`config.mk`:
```
export PLATFORM = sky130hd
export DESIGN_NAME = regex_dot_star_matcher
export DESIGN_NICKNAME = d
export VERILOG_FILES = /design/src/rtl/core/rdsm_pkg.sv /design/src/rtl/core/regex_dot_star_matcher.sv /design/src/rtl/core/rdsm_cell.sv /design/src/rtl/core/rdsm_skid.sv
export SDC_FILE = /design/constraint.sdc
export NUM_CORES = 1
export LEC_CHECK = 0
export BUFFER_PORTS_ARGS = -buffer_cell sky130_fd_sc_hd__buf_4
export CORE_UTILIZATION = 63
export CTS_BUF_LIST = sky130_fd_sc_hd__clkbuf_4
export DETAILED_ROUTE_END_ITERATION = 10
export HOLD_SLACK_MARGIN = 0.08
export PLACE_DENSITY_LB_ADDON = 0.3
export REMOVE_ABC_BUFFERS = 1
export SLEW_MARGIN = 20
export SYNTH_ARGS = -nofsm -noshare
export SYNTH_HDL_FRONTEND = slang
export SYNTH_HIERARCHICAL = 1
export SYNTH_SLANG_ARGS = --single-unit
```
`constraint.sdc`:
```
create_clock -name clk -period 8.54 [get_ports clk]
set_input_delay 1.281 -clock clk [delete_from_list [all_inputs] [get_ports clk]]
set_output_delay 1.281 -clock clk [all_outputs]
set_load 0.02 [all_outputs]
```
`src/rtl/core/rdsm_pkg.sv`:
```
`default_nettype none
// ----------------------------------------------------------------------------
// rdsm_pkg - shared types and constants for the dot-star regex matcher
// Token coding, configuration register indexes, the per-cell control beat
// and the links that ripple from one position cell to the next.
// ----------------------------------------------------------------------------
package rdsm_pkg;

	// widths fixed by the register map
	localparam int TOK_W   = 8;   // one byte per token
	localparam int LEN_W   = 5;   // pattern_length register
	localparam int STAR_W  = 16;  // star_mask register
	localparam int CHARS_W = 64;  // each token_chars register
	localparam int CFG_W   = 64;  // widest register
	localparam int IDX_W   = 2;   // register index

	// token byte that matches any character ('.')
	localparam logic [TOK_W-1:0] ANY_CHAR = 8'd46;

	// configuration register indexes
	typedef enum logic [IDX_W-1:0] {
		REG_CHARS_LOW  = 2'd0,
		REG_CHARS_HIGH = 2'd1,
		REG_STAR_MASK  = 2'd2,
		REG_PAT_LEN    = 2'd3
	} cfg_reg_t;

	// control broadcast to every cell for one input beat
	typedef struct packed {
		logic             load;     // input beat accepted this cycle
		logic             restart;  // end-of-string beat
		logic [TOK_W-1:0] sym;      // string character
	} cell_ctl_t;

	// signals handed from cell i to cell i+1
	typedef struct packed {
		logic close;   // current set reaches i+1 by skipping a starred token
		logic adv;     // character consumed a plain token, next set gets i+1
		logic close2;  // next set reaches i+1 by skipping a starred token
	} link_t;

	// per-cell contribution to the final-position test
	typedef struct packed {
		logic hit_end;   // closed current set holds the final position
		logic hit_char;  // closed next set holds the final position
	} fin_t;

	// one result beat
	typedef struct packed {
		logic matched;
		logic at_end;
	} result_t;

endpackage : rdsm_pkg
`default_nettype wire

```
`src/rtl/core/regex_dot_star_matcher.sv`:
```
`default_nettype none
// ----------------------------------------------------------------------------
// regex_dot_star_matcher - whole-string matcher for '.' and '*' patterns
// Bit-parallel NFA built as a row of position cells.
// ----------------------------------------------------------------------------
// Usage:
//   Load the pattern through the cfg port while idle: token bytes (46 is '.'),
//   star_mask (token i repeats zero or more times) and pattern_length.
//   Input beats (cmd, symbol) arrive on in_valid/in_stall. cmd 0 feeds one
//   character, cmd 1 ends the string and returns to the start position.
//   Every input beat gives exactly one output beat (matched, at_end):
//   matched tells whether the characters since the last restart match the
//   whole pattern; at_end marks the answer to an end beat.
// Throughput:
//   A beat's result is registered into the output register, or into the skid
//   slot while the output stalls. One beat per cycle while the output does
//   not stall: all positions step in parallel, and the cycle is set by the closure
//   ripple through the row of MAX_TOKENS+1 cells (twice: current set, then next set).
// Reset:
//   Config registers and valid flags clear to zero, only position 0 is active, no output pending.
// Stall:
//   A stalled result holds on the outputs; one further beat goes to a skid
//   slot, after which in_stall rises until the output drains.
// ----------------------------------------------------------------------------
module regex_dot_star_matcher #(
	parameter int MAX_TOKENS = 16
) (
	input  wire                         clk,
	input  wire                         arst_n,
	// configuration
	input  wire                         cfg_we,
	input  wire [rdsm_pkg::IDX_W-1:0]   cfg_index,
	input  wire [rdsm_pkg::CFG_W-1:0]   cfg_data,
	// input channel
	input  wire                         in_valid,
	output logic                        in_stall,
	input  wire                         cmd,
	input  wire [rdsm_pkg::TOK_W-1:0]   symbol,
	// output channel
	output logic                        out_valid,
	input  wire                         out_stall,
	output logic                        matched,
	output logic                        at_end
);
	import rdsm_pkg::*;

	localparam int NCELL = MAX_TOKENS + 1;

	logic [CHARS_W-1:0] chars_low_q, chars_high_q;
	logic [STAR_W-1:0]  star_q;
	logic [LEN_W-1:0]   pat_len_q;
	logic [LEN_W-1:0]   len_eff;

	logic               accept;
	cell_ctl_t          ctl;
	logic [TOK_W-1:0]   tok      [NCELL];
	logic               star_bit [NCELL];
	link_t              links    [NCELL];
	fin_t               fins     [NCELL];
	logic [NCELL-1:0]   hit_end_v, hit_char_v;
	result_t            res, res_out;
	logic               full;

	// configuration registers
	always_ff @(posedge clk or negedge arst_n) begin
		if (!arst_n) begin
			chars_low_q  <= '0;
			chars_high_q <= '0;
			star_q       <= '0;
			pat_len_q    <= '0;
		end else if (cfg_we) begin
			case (cfg_reg_t'(cfg_index))
				REG_CHARS_LOW:  chars_low_q  <= cfg_data;
				REG_CHARS_HIGH: chars_high_q <= cfg_data;
				REG_STAR_MASK:  star_q       <= cfg_data[STAR_W-1:0];
				REG_PAT_LEN:    pat_len_q    <= cfg_data[LEN_W-1:0];
				default: ;
			endcase
		end
	end

	// clamp length to the number of token cells
	assign len_eff = (pat_len_q > LEN_W'(MAX_TOKENS)) ? LEN_W'(MAX_TOKENS) : pat_len_q;

	assign accept      = in_valid & ~full;
	assign in_stall    = full;
	assign ctl.load    = accept;
	assign ctl.restart = cmd;
	assign ctl.sym     = symbol;

	assign links[0] = '0;

	// row of position cells
	generate
		for (genvar i = 0; i < NCELL; i++) begin : g_cell
			// token and star bit for this position; the last cell has no token
			if (i < MAX_TOKENS && i < 8) begin : g_lo
				assign tok[i]      = chars_low_q[8*i +: TOK_W];
				assign star_bit[i] = star_q[i];
			end else if (i < MAX_TOKENS) begin : g_hi
				assign tok[i]      = chars_high_q[8*(i-8) +: TOK_W];
				assign star_bit[i] = star_q[i];
			end else begin : g_tail
				assign tok[i]      = '0;
				assign star_bit[i] = 1'b0;
			end

			if (i < NCELL - 1) begin : g_mid
				rdsm_cell #(.IDX(i)) u_cell (
					.clk      (clk),
					.arst_n   (arst_n),
					.ctl      (ctl),
					.len_eff  (len_eff),
					.token    (tok[i]),
					.star     (star_bit[i]),
					.link_in  (links[i]),
					.link_out (links[i+1]),
					.fin      (fins[i])
				);
			end else begin : g_last
				rdsm_cell #(.IDX(i)) u_cell (
					.clk      (clk),
					.arst_n   (arst_n),
					.ctl      (ctl),
					.len_eff  (len_eff),
					.token    (tok[i]),
					.star     (star_bit[i]),
					.link_in  (links[i]),
					.link_out (),
					.fin      (fins[i])
				);
			end

			assign hit_end_v[i]  = fins[i].hit_end;
			assign hit_char_v[i] = fins[i].hit_char;
		end
	endgenerate

	// result of this beat
	assign res.at_end  = cmd;
	assign res.matched = cmd ? (|hit_end_v) : (|hit_char_v);

	rdsm_skid u_skid (
		.clk       (clk),
		.arst_n    (arst_n),
		.push      (accept),
		.push_data (res),
		.full      (full),
		.out_valid (out_valid),
		.out_stall (out_stall),
		.out_data  (res_out)
	);

	assign matched = res_out.matched;
	assign at_end  = res_out.at_end;

endmodule : regex_dot_star_matcher
`default_nettype wire

```
`src/rtl/core/rdsm_cell.sv`:
```
`default_nettype none
// ----------------------------------------------------------------------------
// rdsm_cell - one pattern position of the NFA
// Holds the active bit of its position, closes over a starred token from
// the left neighbor, steps on the incoming character and hands the result on.
// ----------------------------------------------------------------------------
module rdsm_cell #(
	parameter int IDX = 0
) (
	input  wire                       clk,
	input  wire                       arst_n,
	input  rdsm_pkg::cell_ctl_t       ctl,
	input  wire [rdsm_pkg::LEN_W-1:0] len_eff,
	input  wire [rdsm_pkg::TOK_W-1:0] token,
	input  wire                       star,
	input  rdsm_pkg::link_t           link_in,
	output rdsm_pkg::link_t           link_out,
	output rdsm_pkg::fin_t            fin
);
	import rdsm_pkg::*;

	localparam logic [LEN_W-1:0] POS   = LEN_W'(IDX);
	localparam logic             START = (IDX == 0);

	logic act_q;
	logic lt_len, le_len, eq_len;
	logic hit;
	logic cur;   // closed current set at this position
	logic nxt;   // next set before closure
	logic nxt_c; // next set after closure

	// position against the pattern length
	assign lt_len = (POS < len_eff);
	assign le_len = (POS <= len_eff);
	assign eq_len = (POS == len_eff);

	assign hit = (token == ANY_CHAR) || (token == ctl.sym);

	// closure of the stored set, then one character step
	assign cur            = (act_q | link_in.close) & le_len;
	assign link_out.close = cur & star & lt_len;
	assign nxt            = (cur & hit & star & lt_len) | link_in.adv;
	assign link_out.adv   = cur & hit & ~star & lt_len;

	// closure of the new set for the result
	assign nxt_c           = (nxt | link_in.close2) & le_len;
	assign link_out.close2 = nxt_c & star & lt_len;

	assign fin.hit_end  = cur & eq_len;
	assign fin.hit_char = nxt_c & eq_len;

	// active bit
	always_ff @(posedge clk or negedge arst_n) begin
		if (!arst_n) begin
			act_q <= START;
		end else if (ctl.load) begin
			act_q <= ctl.restart ? START : nxt;
		end
	end

endmodule : rdsm_cell
`default_nettype wire

```
`src/rtl/core/rdsm_skid.sv`:
```
`default_nettype none
// ----------------------------------------------------------------------------
// rdsm_skid - two-entry output buffer
// Output register plus a skid slot, so a new beat is taken while the
// current result waits; stall to the input comes straight from a flop.
// ----------------------------------------------------------------------------
module rdsm_skid (
	input  wire                  clk,
	input  wire                  arst_n,
	input  wire                  push,
	input  rdsm_pkg::result_t    push_data,
	output logic                 full,
	output logic                 out_valid,
	input  wire                  out_stall,
	output rdsm_pkg::result_t    out_data
);
	import rdsm_pkg::*;

	logic    main_valid_q, skid_valid_q;
	result_t main_q, skid_q;
	logic    main_free;

	assign main_free = ~main_valid_q | ~out_stall;
	assign full      = skid_valid_q;
	assign out_valid = main_valid_q;
	assign out_data  = main_q;

	// control
	always_ff @(posedge clk or negedge arst_n) begin
		if (!arst_n) begin
			main_valid_q <= 1'b0;
			skid_valid_q <= 1'b0;
		end else if (main_free) begin
			main_valid_q <= skid_valid_q | push;
			skid_valid_q <= 1'b0;
		end else if (push) begin
			skid_valid_q <= 1'b1;
		end
	end

	// payload
	always_ff @(posedge clk) begin
		if (main_free) begin
			main_q <= skid_valid_q ? skid_q : push_data;
		end else if (push) begin
			skid_q <= push_data;
		end
	end

endmodule : rdsm_skid
`default_nettype wire

```
==> out/metrics.yaml, run 1 <==
status:
  status: "completed"
final_layout:
  fillCellCount: 1113
  final_common_cell: "dfrtp_1"
  utilization_pct: 74.19
  design_area_sq_um: 11450
  final_nets: 1128
  drive_gt1_share_pct: 31.95
  final_cell_mix: "166 x dfrtp_1, 146 x mux2_2, 136 x xor2_1"
  syn2layout_area_growth_pct: 13.06
floorplan:
  die_x_um: 128.8
  rows: 45
  start_util_pct: 65.62
  dieArea_sq_um: 16580
  die_y_um: 128.8
  core_area_sq_um: 15430
  top_level_ports: 84
sta:
  rsz0062_at_grt: "no"
  fmax_mhz: 128.3
  setup_viol: 0
  tightest_slew_ns: 0.9949
  hold_violations: 0
  fin_crit_ns: 7.795
  fin_skew_ns: 0.01762
  period_share_pct: 91.28
  slew-limit-headroom_pct: 33.67
  final_max_slew_viol_count: 0
grt:
  grt-ovfl-total: 0
  antenna_found_initial: 1
  grt_use_met2_pct: 49.54
  track_usage_pct: 32.32
  grt_max_degree: 108
  busiest_layer: "met2"
  grtUsageMet3_pct: 5.447
  grt_pass1_wl_mm: 40.14
  grt_pass1_vias: 7697
  use_met1_pct: 46.53
drt:
  drt_iter0_markers: 754
  dr.pass1.iters: 7
  ant_nets: 0
  wl_mm: 25.10
  route.detailed.drc: 0
  vias: 7818
  wire_per_inst_um: 19.72
  via_per_inst: 6.141
setup_path:
  timing.critical_path.buf_inv: 2
  arrival_ns: 8.14
  cpMaxStageDelayCell: "or4_1"
  crit_path_frequent_cell: "o21ai_0"
  worst-setup-path-type: "input port to register"
  critPathRequiredTime_ns: 8.88
  r2r_cells: 41
  crit_path_end_kind: "register"
  cp_top_family: "compound AO/OA/AOI/OAI gates"
  startpoint_type: "input port"
  crit_fanout: 3
  max_stage_delay_ns: 0.53
  worst-path-stages: 40
clock_tree:
  clkTransAtPathRegs_ns: 0.13
  clock_sinks: 172
  cts_buffers: 17
  cts_root_buf: "clkbuf_4"
  cts_hold_buf: 0
  clk-insertion-delay-late_ns: 0.59
  clk_path_buf_depth: 2
  cts_tree: "done"
  htree_levels: 4
placed_design:
  place_hpwl_mm: 17.60
  placed_area_sq_um: 11120
  place_congestion: 0.9472
  port_buffers: 83
yosys:
  syn_avg_cell_area_sq_um: 11.05
  syn_area_sq_um: 10120
  synthCells: 916
  ys_warn_count: 6
pwr:
  ir_drop_mv: 0.1583
  p_leak_uw: 0.004720
  power.density_nw_per_um2: 188.0
run:
  drv_cap: 0
min_path:
  min_path_type: "register to register"
  hold_depth: 2
==> timing repair <==
action                     CTS  global route
setup buffers                0             1
setup endpoints to repair    0             2
resized for setup            0            13
==> where the power goes <==
part           switching [uW]  total, uW  internal (uW)
Combinational             300        583            283
Sequential                156       1120            959
Clock                     305        454            149
==> area by class of cell <==
| class | instances | area, sq um | share of cell area (%) |
|---|---|---|---|
| Timing Repair Buffer | 108 | 814.5 | 7.116 |
| Clock inverter | 15 | 142.6 | 1.246 |
| Tap cell | 211 | 264.0 | 2.307 |
| Clock buffer | 17 | 127.6 | 1.115 |
| Sequential cell | 172 | 4327 | 37.80 |
| Multi-Input combinational cell | 731 | 5700 | 49.80 |
| Inverter | 18 | 67.56 | 0.5903 |
| Antenna cell | 1 | 2.502 | 0.02186 |
==> path summary, 6_finish.rpt <==
path                                                    start                             to  slack [ns]
worst max-delay path                                symbol[6]             u_skid/out_data[1]        0.74
worst max register to register                   pat_len_q[4]             u_skid/out_data[1]        0.90
max in group asynchronous                              arst_n               chars_high_q[45]        6.37
min in group asynchronous                              arst_n               chars_high_q[23]        0.78
worst min register to register  g_cell[12].g_mid.u_cell/act_q  g_cell[12].g_mid.u_cell/act_q        0.52
worst min-delay path            g_cell[12].g_mid.u_cell/act_q  g_cell[12].g_mid.u_cell/act_q        0.52
==> registers in the layout, indices dropped and copies added (netlist names) <==
register	flops
star_q	16
u_skid/out_valid	1
chars_low_q	64
u_skid/skid_q	2
pat_len_q	5
chars_high_q	64
g_cell.g_last.u_cell/act_q	1
g_cell.g_mid.u_cell/act_q	16
u_skid/out_data	2
u_skid/full	1
==> per-stage QoR <==
| step | TNS [ns] | hold WS, ns | total power (uW) | std cells | worst slack (ns) |
|---|---|---|---|---|---|
| 2_1_floorplan | 0 | 0.4639 | 1479 | 921 | 0.2941 |
| 3_3_place_gp | 0 | 0.4799 | 1670 | 1239 | 0.08441 |
| 3_5_place_dp | -0.2677 | 0.4896 | 1694 | 1239 | -0.2593 |
| 4_1_cts | 0 | 0.5216 | 2145 | 1271 | 0.3700 |
| 5_1_grt | 0 | 0.5442 | 2266 | 1273 | 0.04353 |
| 6_report | 0 | 0.5202 | 2152 | 1273 | 0.7448 |
==> per-layer routing <==
metal	up-vias	share of wire (%)
met1	3881	45
met5	-	0
met3	42	6.7
met4	0	2.1
met2	303	46
li1	3592	-
==> worst reg2reg max path: cells and delay by family, from the launching register on <==
kind | cells | cell delay, ns
mux | 1 | 0.26
simple gates | 12 | 2.18
compound gates | 26 | 4.18
flops | 1 | 0.49
buf+inv | 2 | 0.31
Note: power is estimated with default switching activity, not from simulation.
==> run 2, diff against run 1 <==
--- a/config.mk
+++ b/config.mk
@@ -5,6 +5,7 @@
 export SDC_FILE = /design/constraint.sdc
 export NUM_CORES = 1
 export LEC_CHECK = 0
+export ABC_AREA = 1
 export BUFFER_PORTS_ARGS = -buffer_cell sky130_fd_sc_hd__buf_4
 export CORE_UTILIZATION = 63
 export CTS_BUF_LIST = sky130_fd_sc_hd__clkbuf_4
==> run 2 against run 1 <==
Utilization decreased by 3.4 points. Die area increased by 14%. Critical endpoint unchanged. Synthesized area increased by 14%. Register-to-register slack about the same.
==> out/metrics.yaml, run 2 <==
yosys:
  syn_avg_cell_area_sq_um: 6.541  # was 11.05 sq um
  synthCells: 1766  # was 916
  ys_warn_count: 6  # unchanged
  syn_area_sq_um: 11550  # was 10120 sq um
final_layout:
  drive_gt1_share_pct: 13.74  # was 31.95%
  final_nets: 1946  # was 1128
  final_cell_mix: "653 x nand2_1, 342 x inv_1, 167 x dfrtp_1"  # was 166 x dfrtp_1, 146 x mux2_2, 136 x xor2_1
  top_regs: "chars_high_q x64, chars_low_q x64"  # unchanged
  final_common_cell: "nand2_1"  # was dfrtp_1
  syn2layout_area_growth_pct: 10.02  # was 13.06%
setup_path:
  max_stage_delay_ns: 0.35  # was 0.53 ns
  startpoint_type: "register"  # was input port
  critPathRequiredTime_ns: 8.86  # was 8.88 ns
  crit_fanout: 32  # was 3
  crit_path_end_kind: "register"  # unchanged
  worst-setup-path-type: "register to register"  # was input port to register
  arrival_ns: 7.95  # was 8.14 ns
  crit_path_frequent_cell: "nor2_1"  # was o21ai_0
  cpMaxStageDelayCell: "dfrtp_1"  # was or4_1
floorplan:
  die_x_um: 137.4  # was 128.8 um
  start_util_pct: 64.30  # was 65.62%
  dieArea_sq_um: 18880  # was 16580 sq um
  rows: 49  # was 45
  core_area_sq_um: 17960  # was 15430 sq um
  top_level_ports: 84  # unchanged
  die_y_um: 137.4  # was 128.8 um
clock_tree:
  clkTransAtPathRegs_ns: 0.14  # was 0.13 ns
  ctsResizeCount: 0  # unchanged
  cts_buffers: 17  # unchanged
  cts_hold_buf: 0  # unchanged
  cts_root_buf: "clkbuf_4"  # unchanged
  clk_path_buf_depth: 2  # unchanged
  clock_sinks: 172  # unchanged
  cts_tree: "done"  # unchanged
  clk-insertion-delay-late_ns: 0.57  # was 0.59 ns
  cts_setup_buffers: 0  # unchanged
  htree_levels: 4  # unchanged
drt:
  ant_nets: 0  # unchanged
  dr.pass1.iters: 5  # was 7
  wl_mm: 26.65  # was 25.10 mm
  drt_iter0_markers: 622  # was 754
  wire_per_inst_um: 12.64  # was 19.72 um
  route.detailed.drc: 0  # unchanged
  vias: 10500  # was 7818
  via_per_inst: 4.982  # was 6.141
pwr:
  ir_drop_mv: 0.1151  # was 0.1583 mV
  p_leak_uw: 0.007477  # was 0.004720 uW
  power.density_nw_per_um2: 163.7  # was 188.0 nW/um^2
sta:
  fin_crit_ns: 7.637  # was 7.795 ns
  final_max_slew_viol_count: 0  # unchanged
  setup_tns_ns: 0  # unchanged
  hold_violations: 0  # unchanged
  fin_ws_ns: 0.9030  # was 0.7448 ns
  slew-limit-headroom_pct: 32.47  # was 33.67%
  tightest_slew_ns: 1.013  # was 0.9949 ns
  period_share_pct: 89.43  # was 91.28%
  rsz0062_at_grt: "no"  # unchanged
  fin_skew_ns: 0.03173  # was 0.01762 ns
  fmax_mhz: 130.9  # was 128.3 MHz
  setup_viol: 0  # unchanged
placed_design:
  pre_cts_ws_ns: 0.9840  # was -0.2593 ns
  port_buffers: 83  # unchanged
  place_congestion: 0.8863  # was 0.9472
  place_hpwl_mm: 18.71  # was 17.60 mm
grt:
  grt_max_degree: 107  # was 108
  grt-ovfl-total: 0  # unchanged
  track_usage_pct: 30.19  # was 32.32%
  grt_pass1_wl_mm: 44.31  # was 40.14 mm
  grt_pass1_vias: 9539  # was 7697
  antenna_found_initial: 1  # unchanged
min_path:
  min_path_type: "register to register"  # unchanged
status:
  status: "completed"  # unchanged
run:
  drv_cap: 0  # unchanged
-- run 2: area by class of cell --
| class | instances | area [sq um] |
|---|---|---|
| diodes | 1 | 2.502 |
| clock buffers | 18 | 135.1 |
| clock inverters | 13 | 141.4 |
| fillers | 1544 | 5255 |
| inverters | 374 | 1420 |
| multi-input cells | 1208 | 5695 |
| flip-flops and latches | 172 | 4325 |
| well taps | 229 | 286.5 |
| repair buffers | 93 | 701.9 |
-- run 2: critical path, delay by kind of cell, from the launching register on --
kind,cells,cell delay [ns]
AOI/OAI and AO/OA,2,0.29
buffers and inverters,9,0.85
DFF,1,0.35
and+or+nand+nor,45,5.87
-- run 2: metrics by stage --
step | hold WS (ns) | instance area, sq um | power (uW) | utilization [%] | instances
floorplan | 0.4495 | 11400 | 1439 | - | 1754
global placement | 0.4652 | 12420 | 1585 | 69.16 | 2076
detailed placement | 0.4656 | 12420 | 1613 | 69.16 | 2076
CTS | 0.4996 | 12700 | 2088 | 70.70 | 2107
global route | 0.5346 | 12710 | 2223 | 70.75 | 2108
finish | 0.4958 | 12710 | 2080 | 70.75 | 2108
-- run 2: final timing paths --
kind                                              start  slack, ns  cells after the start                            to
max                                        pat_len_q[4]       0.90                     56            u_skid/out_data[1]
min                        g_cell[5].g_mid.u_cell/act_q       0.50                      2  g_cell[5].g_mid.u_cell/act_q
max reg2reg                                pat_len_q[4]       0.90                     56            u_skid/out_data[1]
min reg2reg                g_cell[5].g_mid.u_cell/act_q       0.50                      2  g_cell[5].g_mid.u_cell/act_q
max in group asynchronous                        arst_n       6.36                      2              chars_high_q[18]
min in group asynchronous                        arst_n       0.81                      1              chars_high_q[24]
-- run 2: power breakdown --
group	switching [uW]	leakage [uW]	internal (uW)
Clock	298	0.000148	178
Combinational	345	0.00517	217
Sequential	109	0.00216	934
Total	751	0.00748	1330
-- run 2: routing by layer --
metal / track usage, % / vias up / share of wire (%)
met5: 0 / - / 0
met4: 9.096 / 0 / 2.0
met3: 5.224 / 40 / 5.1
met2: 51.51 / 256 / 48
met1: 39.02 / 4769 / 45
li1: - / 5437 / -
